$ cat src/rtl/core/sc2a_pkg.sv
// Shared types, constants and angle table for the sine/cosine to angle unit.
package sc2a_pkg;

  localparam int DEF_STAGES      = 16;
  localparam int DEF_SAMPLE_BITS = 12;
  localparam int TABLE_LEN       = 24;
  localparam int WORK_SHIFT      = 20;
  localparam int ANGLE_FRAC      = 23;
  localparam int OUT_SHIFT       = 16;
  localparam int ANGLE_W         = 16;
  localparam int ANGLE_LIMIT     = 23040;
  localparam int ZW              = 33;

  localparam logic signed [ZW-1:0] Z_QUARTER = ZW'(90 << ANGLE_FRAC);

  typedef struct packed {
    logic valid;
    logic zero;
  } ctl_t;

  // atan(2^-idx) in units of 2^-23 degree, rounded to nearest
  function automatic logic signed [ZW-1:0] atan_step(input int unsigned idx);
    logic [63:0] ndeg;
    logic [63:0] scaled;
    case (idx)
      0:       ndeg = 64'd45000000000;
      1:       ndeg = 64'd26565051177;
      2:       ndeg = 64'd14036243468;
      3:       ndeg = 64'd7125016349;
      4:       ndeg = 64'd3576334375;
      5:       ndeg = 64'd1789910608;
      6:       ndeg = 64'd895173710;
      7:       ndeg = 64'd447614171;
      8:       ndeg = 64'd223810500;
      9:       ndeg = 64'd111905677;
      10:      ndeg = 64'd55952892;
      11:      ndeg = 64'd27976453;
      12:      ndeg = 64'd13988227;
      13:      ndeg = 64'd6994114;
      14:      ndeg = 64'd3497057;
      15:      ndeg = 64'd1748528;
      16:      ndeg = 64'd874264;
      17:      ndeg = 64'd437132;
      18:      ndeg = 64'd218566;
      19:      ndeg = 64'd109283;
      20:      ndeg = 64'd54642;
      21:      ndeg = 64'd27321;
      22:      ndeg = 64'd13660;
      23:      ndeg = 64'd6830;
      default: ndeg = 64'd0;
    endcase
    scaled = (ndeg << ANGLE_FRAC) + 64'd500000000;
    return ZW'(scaled / 64'd1000000000);
  endfunction

endpackage

$ cat src/rtl/core/sc2a_front.sv
// Input stage: offset removal, zero detect and half-plane pre-rotation.
module sc2a_front import sc2a_pkg::*; #(
  parameter int SAMPLE_BITS = DEF_SAMPLE_BITS,
  parameter int XW          = DEF_SAMPLE_BITS + WORK_SHIFT + 3
) (
  input  logic                   clk,
  input  logic                   rst_n,
  input  logic                   take,
  input  logic [SAMPLE_BITS-1:0] sin_sample,
  input  logic [SAMPLE_BITS-1:0] cos_sample,
  input  logic [SAMPLE_BITS-1:0] mid_offset,
  output ctl_t                   ctl_o,
  output logic signed [XW-1:0]   x_o,
  output logic signed [XW-1:0]   y_o,
  output logic signed [ZW-1:0]   z_o
);

  localparam int SW = SAMPLE_BITS + 1;

  logic signed [SW-1:0] s_val;
  logic signed [SW-1:0] c_val;
  logic signed [SW-1:0] xs;
  logic signed [SW-1:0] ys;
  logic signed [ZW-1:0] z_nxt;
  logic signed [XW-1:0] x_r;
  logic signed [XW-1:0] y_r;
  logic signed [ZW-1:0] z_r;
  ctl_t                 ctl_r;

  assign s_val = signed'({1'b0, sin_sample}) - signed'({1'b0, mid_offset});
  assign c_val = signed'({1'b0, cos_sample}) - signed'({1'b0, mid_offset});

  always_comb begin
    if (c_val[SW-1] && !s_val[SW-1]) begin
      xs    = s_val;
      ys    = -c_val;
      z_nxt = Z_QUARTER;
    end else if (c_val[SW-1]) begin
      xs    = -s_val;
      ys    = c_val;
      z_nxt = -Z_QUARTER;
    end else begin
      xs    = c_val;
      ys    = s_val;
      z_nxt = '0;
    end
  end

  always_ff @(posedge clk) begin
    if (!rst_n) begin
      ctl_r <= '0;
    end else begin
      ctl_r.valid <= take;
      ctl_r.zero  <= (s_val == '0) && (c_val == '0);
    end
  end

  always_ff @(posedge clk) begin
    if (take) begin
      x_r <= {{(XW-SW-WORK_SHIFT){xs[SW-1]}}, xs, {WORK_SHIFT{1'b0}}};
      y_r <= {{(XW-SW-WORK_SHIFT){ys[SW-1]}}, ys, {WORK_SHIFT{1'b0}}};
      z_r <= z_nxt;
    end
  end

  assign ctl_o = ctl_r;
  assign x_o   = x_r;
  assign y_o   = y_r;
  assign z_o   = z_r;

endmodule

$ cat src/rtl/core/sc2a_stage.sv
// One registered CORDIC vectoring iteration.
module sc2a_stage import sc2a_pkg::*; #(
  parameter int XW    = DEF_SAMPLE_BITS + WORK_SHIFT + 3,
  parameter int STAGE = 0
) (
  input  logic                 clk,
  input  logic                 rst_n,
  input  ctl_t                 ctl_i,
  input  logic signed [XW-1:0] x_i,
  input  logic signed [XW-1:0] y_i,
  input  logic signed [ZW-1:0] z_i,
  output ctl_t                 ctl_o,
  output logic signed [XW-1:0] x_o,
  output logic signed [XW-1:0] y_o,
  output logic signed [ZW-1:0] z_o
);

  localparam logic signed [ZW-1:0] STEP_ANGLE = atan_step(STAGE);

  logic signed [XW-1:0] dx;
  logic signed [XW-1:0] dy;
  logic signed [XW-1:0] x_nxt;
  logic signed [XW-1:0] y_nxt;
  logic signed [ZW-1:0] z_nxt;
  logic signed [XW-1:0] x_r;
  logic signed [XW-1:0] y_r;
  logic signed [ZW-1:0] z_r;
  ctl_t                 ctl_r;

  assign dx = y_i >>> STAGE;
  assign dy = x_i >>> STAGE;

  always_comb begin
    if (!y_i[XW-1]) begin
      x_nxt = x_i + dx;
      y_nxt = y_i - dy;
      z_nxt = z_i + STEP_ANGLE;
    end else begin
      x_nxt = x_i - dx;
      y_nxt = y_i + dy;
      z_nxt = z_i - STEP_ANGLE;
    end
  end

  always_ff @(posedge clk) begin
    if (!rst_n) begin
      ctl_r <= '0;
    end else begin
      ctl_r <= ctl_i;
    end
  end

  always_ff @(posedge clk) begin
    if (ctl_i.valid) begin
      x_r <= x_nxt;
      y_r <= y_nxt;
      z_r <= z_nxt;
    end
  end

  assign ctl_o = ctl_r;
  assign x_o   = x_r;
  assign y_o   = y_r;
  assign z_o   = z_r;

endmodule

$ cat src/rtl/core/sc2a_back.sv
// Output stage: round the angle to 1/128 degree, saturate, and force zero for a zero vector.
module sc2a_back import sc2a_pkg::*; (
  input  logic                      clk,
  input  logic                      rst_n,
  input  ctl_t                      ctl_i,
  input  logic signed [ZW-1:0]      z_i,
  output logic                      strobe,
  output logic signed [ANGLE_W-1:0] angle
);

  localparam int RW = ZW + 1 - OUT_SHIFT;
  localparam logic signed [RW-1:0] LIM_HI = RW'(ANGLE_LIMIT);
  localparam logic signed [RW-1:0] LIM_LO = -RW'(ANGLE_LIMIT);

  logic signed [ZW:0]          z_rnd;
  logic signed [RW-1:0]        r_val;
  logic signed [ANGLE_W-1:0]   angle_nxt;
  logic signed [ANGLE_W-1:0]   angle_r;
  logic                        strobe_r;

  assign z_rnd = {z_i[ZW-1], z_i} + (ZW+1)'(1 << (OUT_SHIFT - 1));
  assign r_val = RW'(z_rnd >>> OUT_SHIFT);

  always_comb begin
    if (ctl_i.zero) begin
      angle_nxt = '0;
    end else if (r_val > LIM_HI) begin
      angle_nxt = ANGLE_W'(LIM_HI);
    end else if (r_val < LIM_LO) begin
      angle_nxt = ANGLE_W'(LIM_LO);
    end else begin
      angle_nxt = ANGLE_W'(r_val);
    end
  end

  always_ff @(posedge clk) begin
    if (!rst_n) begin
      strobe_r <= 1'b0;
    end else begin
      strobe_r <= ctl_i.valid;
    end
  end

  always_ff @(posedge clk) begin
    if (ctl_i.valid) begin
      angle_r <= angle_nxt;
    end
  end

  assign strobe = strobe_r;
  assign angle  = angle_r;

endmodule

$ cat src/rtl/core/sin_cos_to_angle_unit.sv
// Top level: pipelined CORDIC atan2 of a sine/cosine sample pair.
//
// Takes one sample pair per clock (start high while busy is low) and returns
// atan2(sin - mid_offset, cos - mid_offset) in 1/128 degree, -23040..23040, on
// out_angle_deg with out_strobe high for one cycle. Each pair passes through
// the front stage, one register per CORDIC iteration and the output stage;
// throughput is one beat per clock. Results cannot be held off
// by the receiver. busy is high only during reset and the first cycle after
// it. Write cfg_wdata with cfg_we only while no beat is in flight.
module sin_cos_to_angle_unit import sc2a_pkg::*; #(
  parameter int CORDIC_STAGES = DEF_STAGES,
  parameter int SAMPLE_BITS   = DEF_SAMPLE_BITS
) (
  input  logic                      clk,
  input  logic                      rst_n,
  input  logic                      start,
  output logic                      busy,
  input  logic [SAMPLE_BITS-1:0]    in_sin_sample,
  input  logic [SAMPLE_BITS-1:0]    in_cos_sample,
  output logic                      out_strobe,
  output logic signed [ANGLE_W-1:0] out_angle_deg,
  input  logic                      cfg_we,
  input  logic [SAMPLE_BITS-1:0]    cfg_wdata
);

  localparam int XW  = SAMPLE_BITS + WORK_SHIFT + 3;
  localparam int LAT = CORDIC_STAGES + 2;

  logic                   busy_r;
  logic [SAMPLE_BITS-1:0] mid_offset_r;
  logic                   take;

  ctl_t                 ctl_p [CORDIC_STAGES+1];
  logic signed [XW-1:0] x_p   [CORDIC_STAGES+1];
  logic signed [XW-1:0] y_p   [CORDIC_STAGES+1];
  logic signed [ZW-1:0] z_p   [CORDIC_STAGES+1];

  assign take = start && !busy_r;
  assign busy = busy_r;

  always_ff @(posedge clk) begin
    if (!rst_n) begin
      busy_r       <= 1'b1;
      mid_offset_r <= SAMPLE_BITS'(1 << (SAMPLE_BITS - 1));
    end else begin
      busy_r <= 1'b0;
      if (cfg_we) begin
        mid_offset_r <= cfg_wdata;
      end
    end
  end

  sc2a_front #(
    .SAMPLE_BITS (SAMPLE_BITS),
    .XW          (XW)
  ) u_front (
    .clk        (clk),
    .rst_n      (rst_n),
    .take       (take),
    .sin_sample (in_sin_sample),
    .cos_sample (in_cos_sample),
    .mid_offset (mid_offset_r),
    .ctl_o      (ctl_p[0]),
    .x_o        (x_p[0]),
    .y_o        (y_p[0]),
    .z_o        (z_p[0])
  );

  for (genvar i = 0; i < CORDIC_STAGES; i++) begin : g_stage
    sc2a_stage #(
      .XW    (XW),
      .STAGE (i)
    ) u_stage (
      .clk   (clk),
      .rst_n (rst_n),
      .ctl_i (ctl_p[i]),
      .x_i   (x_p[i]),
      .y_i   (y_p[i]),
      .z_i   (z_p[i]),
      .ctl_o (ctl_p[i+1]),
      .x_o   (x_p[i+1]),
      .y_o   (y_p[i+1]),
      .z_o   (z_p[i+1])
    );
  end

  sc2a_back u_back (
    .clk    (clk),
    .rst_n  (rst_n),
    .ctl_i  (ctl_p[CORDIC_STAGES]),
    .z_i    (z_p[CORDIC_STAGES]),
    .strobe (out_strobe),
    .angle  (out_angle_deg)
  );

  a_lat_hit: assert property (@(posedge clk) disable iff (!rst_n)
    take |-> ##LAT out_strobe)
    else $error("accepted beat did not produce a result at fixed latency");

  a_lat_none: assert property (@(posedge clk) disable iff (!rst_n)
    !take |-> ##LAT !out_strobe)
    else $error("result strobe without an accepted beat");

  a_range: assert property (@(posedge clk) disable iff (!rst_n)
    out_strobe |-> (out_angle_deg <= ANGLE_W'(ANGLE_LIMIT)) &&
                   (out_angle_deg >= -ANGLE_W'(ANGLE_LIMIT)))
    else $error("angle outside saturation limits");

  a_zero: assert property (@(posedge clk) disable iff (!rst_n)
    (take && in_sin_sample == mid_offset_r && in_cos_sample == mid_offset_r)
      |-> ##LAT (out_angle_deg == '0))
    else $error("zero vector did not give zero angle");

endmodule

$ cat config.mk
export PLATFORM = sky130hd
export DESIGN_NAME = sin_cos_to_angle_unit
export DESIGN_NICKNAME = d
export VERILOG_FILES = /design/src/rtl/core/sc2a_pkg.sv /design/src/rtl/core/sc2a_front.sv /design/src/rtl/core/sc2a_stage.sv /design/src/rtl/core/sc2a_back.sv /design/src/rtl/core/sin_cos_to_angle_unit.sv
export SDC_FILE = /design/constraint.sdc
export NUM_CORES = 2
export LEC_CHECK = 0
export BUFFER_PORTS_ARGS = -buffer_cell sky130_fd_sc_hd__buf_2
export CELL_PAD_IN_SITES_DETAIL_PLACEMENT = 2
export CELL_PAD_IN_SITES_GLOBAL_PLACEMENT = 2
export CORE_MARGIN = 2
export CORE_UTILIZATION = 35
export CTS_CLUSTER_DIAMETER = 200
export CTS_CLUSTER_SIZE = 12
export DETAILED_ROUTE_END_ITERATION = 10
export GPL_ROUTABILITY_DRIVEN = 0
export MAX_ROUTING_LAYER = met4
export PLACE_DENSITY_LB_ADDON = 0.2
export SLEW_MARGIN = 20
export SYNTH_ARGS = -nofsm -noshare
export SYNTH_HDL_FRONTEND = slang
export SYNTH_SLANG_ARGS = --single-unit
$ cat constraint.sdc
create_clock -name clk -period 11.9 [get_ports clk]
set_input_delay 1.19 -clock clk [delete_from_list [all_inputs] [get_ports clk]]
set_output_delay 1.19 -clock clk [all_outputs]
set_load 0.05 [all_outputs]
[Word level (Yosys, flattened, before mapping)]
Cells that the tools add are included.
Storage, ports and cells
  output and inout port bits: 18
  bits of input ports: 40
  register bits: 1666
Operators by class
  reduce and logical (&&, ||, !) cells: 9
  $lt $le $gt $ge: 2
  $add $sub $neg: 94
  muxes and demuxes: 53
Operators with widths (count)
  $mux 35: 29
  $mux 33: 17
  $add 35x22->35: 2
  $add 35x23->35: 2
  $add 35x24->35: 2
  $add 35x25->35: 2
  $add 35x26->35: 2
  $add 35x27->35: 2
  $add 35x28->35: 2
  $add 35x29->35: 2
  $add 35x30->35: 2
  $add 35x31->35: 2
  $add 35x32->35: 2
  $add 35x33->35: 2
  $add 35x34->35: 2
  $sub 35x22->35: 2
  $sub 35x23->35: 2
  $sub 35x24->35: 2
  $sub 35x25->35: 2
  $sub 35x26->35: 2
  $sub 35x27->35: 2
  $sub 35x28->35: 2
  $sub 35x29->35: 2
  $sub 35x30->35: 2
  other kinds (54): 68

[Logic depth before layout (Yosys ltp)]
  depth in word-level cells: 4
  mapped depth: 21
  mapped depth without buffers: 21

[By module]
Synthesis repeated with hierarchy kept, for this count alone.
Second synthesis, totals
  cells, all modules: 17528
  area total of the unflattened synthesis: 159415.4 µm²
Modules (own cells, without submodules)
  sc2a_stage at g_stage[3].u_stage: times used 1, area an instance 10035.9 µm², cells an instance 1101
  sc2a_stage at g_stage[11].u_stage: times used 1, area an instance 10030.9 µm², cells an instance 1132
  sc2a_stage at g_stage[8].u_stage: times used 1, area an instance 9873.2 µm², cells an instance 1091
  sc2a_stage at g_stage[1].u_stage: times used 1, area an instance 9848.2 µm², cells an instance 1112
  sc2a_stage at g_stage[6].u_stage: times used 1, area an instance 9653.0 µm², cells an instance 1055
  sc2a_stage at g_stage[4].u_stage: times used 1, area an instance 9606.7 µm², cells an instance 1055
  sc2a_stage at g_stage[9].u_stage: times used 1, area an instance 9590.4 µm², cells an instance 1050
  sc2a_stage at g_stage[5].u_stage: times used 1, area an instance 9589.2 µm², cells an instance 1050
  sc2a_stage at g_stage[2].u_stage: times used 1, area an instance 9584.2 µm², cells an instance 1052
  sc2a_stage at g_stage[15].u_stage: times used 1, area an instance 9540.4 µm², cells an instance 1052
  sc2a_stage at g_stage[7].u_stage: times used 1, area an instance 9495.4 µm², cells an instance 1025
  sc2a_stage at g_stage[10].u_stage: times used 1, area an instance 9464.1 µm², cells an instance 1031
  sc2a_stage at g_stage[0].u_stage: times used 1, area an instance 9442.8 µm², cells an instance 1071
  sc2a_stage at g_stage[14].u_stage: times used 1, area an instance 9406.5 µm², cells an instance 1015
  +5 rows

[Least setup slack after synthesis]
OpenSTA, ideal clock, no wires.
  kind: register -> register
  from: register g_stage[10].u_stage.x_r[15]
  to: register g_stage[11].u_stage.y_r[34], data pin
  data required time: 11.638 ns
  arrival time: 4.359 ns
  setup time: 0.262 ns
  setup slack: 7.279 ns
  stages on the path, launching flop included: 21
  clock period less this slack: 4.621 ns
  cells stage by stage: edfxtp_1 -> or3_1 -> nor3_1 -> nand2b_1 -> nor3_1 -> nand3b_1 -> nor4_1 -> a31oi_1 -> xor2_1 -> ha_1 -> and4_1 -> a31o_2 -> a21oi_1 -> o21ai_0 -> o21bai_1 -> a41o_1 -> o21a_1 -> o21a_1 -> nor4_1 -> o21bai_1 -> xor2_1
On the way
  cells in the longest elaborated chain, start to end: 2
  elaborated cells on any way between the ends: 3
  classes of those cells: add/sub (2); mux (1)
RTL lines
  start, declared: line sc2a_stage.sv:25  | logic signed [XW-1:0] x_r;
  start signal, assigned: line sc2a_stage.sv:55  | x_r <= x_nxt;
  $sub 35x24->35 / $add 35x24->35 (equally long branches): line sc2a_stage.sv:36, sc2a_stage.sv:40
  $mux 35 (*): line sc2a_stage.sv:34  | if (!y_i[XW-1]) begin
  net g_stage[11].u_stage.y_nxt[34]: line sc2a_stage.sv:23  | logic signed [XW-1:0] y_nxt;
  end signal, assigned: line sc2a_stage.sv:56  | y_r <= y_nxt;
  end, declared: line sc2a_stage.sv:26  | logic signed [XW-1:0] y_r;
Mark *: on every way through the listed nets, which the timed path passes. The rest lies on a longest branch.
A chain may end at the register's enable or synchronous reset.

[Final worst setup path]
Same ends and word-level chain as after synthesis.

==> metrics.md <==
| Metric | Value |
|---|---|
| Total Routed Length | 349000 um |
| R2R cell count | 20 |
| Syn Std Cell Area | 0.110 mm^2 |
| P_int | 7.39 mW |
| Hold Slack | 419 ps |
| Total track usage | 0.220 |
| GR Util met2 | 0.377 |
| Initial antenna violation count | 13 |
| RSZ-0062 raised after global routing | no |
| Count of unique library cells instantiated by Yosys | 97 |
| Net count after synthesis | 12885 |
| Area after DPL | 0.115 mm^2 |
| Tmin final | 5890 ps |
| Num rows | 205 |
| Met3 Usage GRT | 0.0209 |
| Max Root-Sink Buffers | 4 |
| Post-DP HPWL | 284000 um |
| Grt ovf | 0 |
| Vias in the first global route | 94979 |
| Fin. Hold Viols | 0 |
| Initial Util | 0.352 |
| First-pass GRT wire length | 548000 um |
| Yosys reg bits | 1332 |
| Worst-Skew Late Latency | 920 ps |
| Largest net degree at the start of global routing | 83 |
| Placeable core region | 0.312 mm^2 |
| Die area | 0.319 mm^2 |
| Vias per inst | 5.57 |
| Final Instance Area | 0.119 mm^2 |
| Area contributors post-synth | edfxtp_1, ha_1, xnor2_1 |
| Post-synth top area cell | edfxtp_1 |
| Warnings from Yosys | 0 |
| Clock sinks | 1332 |
| Post-synth EDFFs | 1284 |
| Asr flop ratio synth | 0 |
| Crit end category | flip-flop |
| Worst Hold Path EP | g_stage[9].u_stage.ctl_o[0] |
| Path type of the worst setup path | reg -> reg |
| WL per Instance | 22.1 um |
| Busiest grt layer | met2 |
| CTS tree | built |
| Logic pwr share | 0.075 |
| Worst-margin pin slew | 1130 ps |
| P_sw | 2.38 mW |
| Initial DRC count | 4552 |
| Detailed-route DRC error count | 0 |
| Yosys top cell area share | 0.350 |
| Hold_buf cts | 0 |
| Post-DRT Antenna Nets | 0 |
| Seq/Total Area, Yosys | 0.359 |
| Final setup fails | 0 |
| Post-cts gate resize count | 0 |
| DR vias | 88152 |
| Setup_tns | 0 ps |
| Reg-to-reg startpoint | g_stage[10].u_stage.x_o[15] |
| Syn Area/Cell | 9.55 um^2 |
| IO Port Bufs | 57 |
| Largest fanout on the critical path | 5 |
| Nets | 12956 |
| Clock root buffer | clkbuf_16 |
| WHS Path Cells | 1 |
| VDD IR max | 0.156 mV |
| Buffer count from post-CTS setup fixing | 0 |
| Status | finished, final reports clean |
| Clk pwr share | 0.393 |
| Max Fclk | 0.170 GHz |
| Die Y | 565 um |
| Worst Setup Start Kind | flip-flop |
| P per Cell Area | 82.2 mW/mm^2 |
| Period utilization | 0.495 |
| Worst-path clk slew | 70 ps |
| Initial DRT Pass Iterations | 5 |
| Sequential Area | 0.0396 mm^2 |
| # IOs | 58 |
| Worst hold path class | reg -> reg |
| Layout cells sized above 1 | 0.0321 |
| Max_cap viols | 0 |
| Skew final | 61.1 ps |
| Hold Crit Start | g_stage[8].u_stage.ctl_o[0] |
| Worst EP arrival | 6510 ps |
| GRT met1 Usage | 0.282 |
| Leak Pwr | 47.5 nW |
| Multi-input logic area | 0.0679 mm^2 |
| Gate Count Post-Synth | 11525 |
| Most used DFF post-synth | edfxtp_1 |
| R2R Setup Slk | 6010 ps |
| Die X | 565 um |
| Slew headroom | 0.239 |
| Worst endpoint required time | 12510 ps |
| Register share of total power | 0.531 |
| Fill cell count | 34066 |
| Sw frac | 0.244 |
| Synth-to-Final Area Change | 8.01% |
| Reg2reg end | g_stage[11].u_stage.y_o[34] |
| Total CTS buffers | 124 |
| H-tree depth reported by CTS | 3 |
| Max Transition Viols Final | 0 |
worst max path at each step:
stage,endpoint,slack (ps),startpoint,cells after the start
after CTS,g_stage[11].u_stage.y_o[34],6050,g_stage[10].u_stage.x_o[15],20
final,g_stage[11].u_stage.y_o[34],6010,g_stage[10].u_stage.x_o[15],20
after floorplan,g_stage[11].u_stage.y_o[34],7280,g_stage[10].u_stage.x_o[15],20
after global routing,g_stage[10].u_stage.y_o[34],5540,g_stage[9].u_stage.x_o[14],19
after global placement,g_stage[11].u_stage.y_o[34],6280,g_stage[10].u_stage.x_o[13],20
after detailed placement,g_stage[11].u_stage.y_o[34],6080,g_stage[10].u_stage.x_o[15],20
final cells by class:
type / count / area share
clock inverters: 3 / 0.000221
repair buffers: 114 / 0.00628
inverters: 536 / 0.0169
clock buffers: 204 / 0.0288
well taps: 4140 / 0.0436
diodes: 5 / 0.000105
flip-flops and latches: 1332 / 0.333
multi-input cells: 9488 / 0.571
metrics by stage:
step	util	instances	total power, mW	setup slack (ps)
2_1_floorplan	-	11525	5.82	7280
3_3_place_gp	0.369	15608	5.99	6280
5_1_grt	0.380	15822	10.2	5540
3_5_place_dp	0.369	15608	6.03	6080
6_report	0.380	15822	9.77	6010
4_1_cts	0.380	15815	9.93	6050
cells in the mapped netlist (all sizes together) (116+ instances only):
| master | instances |
|---|---|
| ha | 1284 |
| xor2 | 576 |
| a31oi | 116 |
| nor2 | 1178 |
| inv | 534 |
| a21o | 532 |
| nand2b | 170 |
| o21a | 208 |
| nor2b | 162 |
| nor3 | 331 |
| o21bai | 156 |
| o21ai | 523 |
| clkbuf | 135 |
| edfxtp | 1284 |
| a21oi | 1114 |
| nand3 | 185 |
| nand2 | 603 |
| xnor2 | 1025 |
per-layer routing:
metal / share of wire / up-vias / wire length, um
li1: - / 42391 / -
met1: 0.46 / 44393 / 161000
met2: 0.49 / 1025 / 171000
met3: 0.031 / 343 / 10700
met4: 0.019 / 0 / 6530
met5: 0 / - / 0
flip-flops by register name, indices dropped and copies added, names as in the netlist:
| register | flops |
|---|---|
| u_front.ctl_o | 2 |
| u_front.z_o | 3 |
| u_front.x_o | 13 |
| g_stage.u_stage.x_o | 386 |
| g_stage.u_stage.ctl_o | 32 |
| g_stage.u_stage.y_o | 403 |
| u_back.strobe | 1 |
| mid_offset_r | 12 |
| u_back.angle | 16 |
| busy | 1 |
| g_stage.u_stage.z_o | 450 |
| u_front.y_o | 13 |
worst max-delay path, stage by stage, from the launching register on:
cell      delay [ps]
edfxtp_1         430
or3_1            420
nor3_1           280
nand2b_1         160
nor3_1           380
nand3b_1         190
nor4_1           690
a21oi_1          190
xor2_1           240
ha_1             340
and4_1           220
a31o_2           240
a21oi_1          130
o21ai_0          110
o21bai_1         260
a41o_1           330
o21a_1           200
o21a_1           230
nor4_1           310
o21bai_1         130
xor2_1           150
logic make-up (layout without fill, tap and decap cells):
logic type                 Yosys count  count (layout)  share of synthesized area
AOI/OAI and AO/OA                 3255            3255                      0.190
and+or+nand+nor                   3245            3245                      0.140
xor gates and xnor gates          1601            1601                      0.128
DFF                               1332            1332                      0.359
adders and majority gates         1321            1321                      0.153
buffers and inverters              705             857                     0.0242
muxes                               66              66                    0.00632
other                                0               5                          0
layout by cell type (no fill, tap or decap), drive strengths merged, types with 116 or more instances in the layout:
master	netlist	routed
inv	534	537
a31oi	116	116
o21a	208	208
xnor2	1025	1025
o21bai	156	156
ha	1284	1284
a21o	532	532
nand3	185	185
edfxtp	1284	1284
a21oi	1114	1114
nand2b	170	170
nand2	603	603
nor3	331	331
xor2	576	576
clkbuf	135	204
nor2	1178	1178
nor2b	162	162
o21ai	523	523
power groups by stage:
| stage | combinational, mW | clock [mW] | sequential [mW] |
|---|---|---|---|
| floorplan | 0.538 | 0 | 5.28 |
| global placement | 0.701 | 0 | 5.29 |
| detailed placement | 0.737 | 0 | 5.29 |
| CTS | 0.743 | 4.00 | 5.19 |
| global route | 0.827 | 4.14 | 5.19 |
| finish | 0.735 | 3.84 | 5.19 |
(Power assumes the default switching activity.)
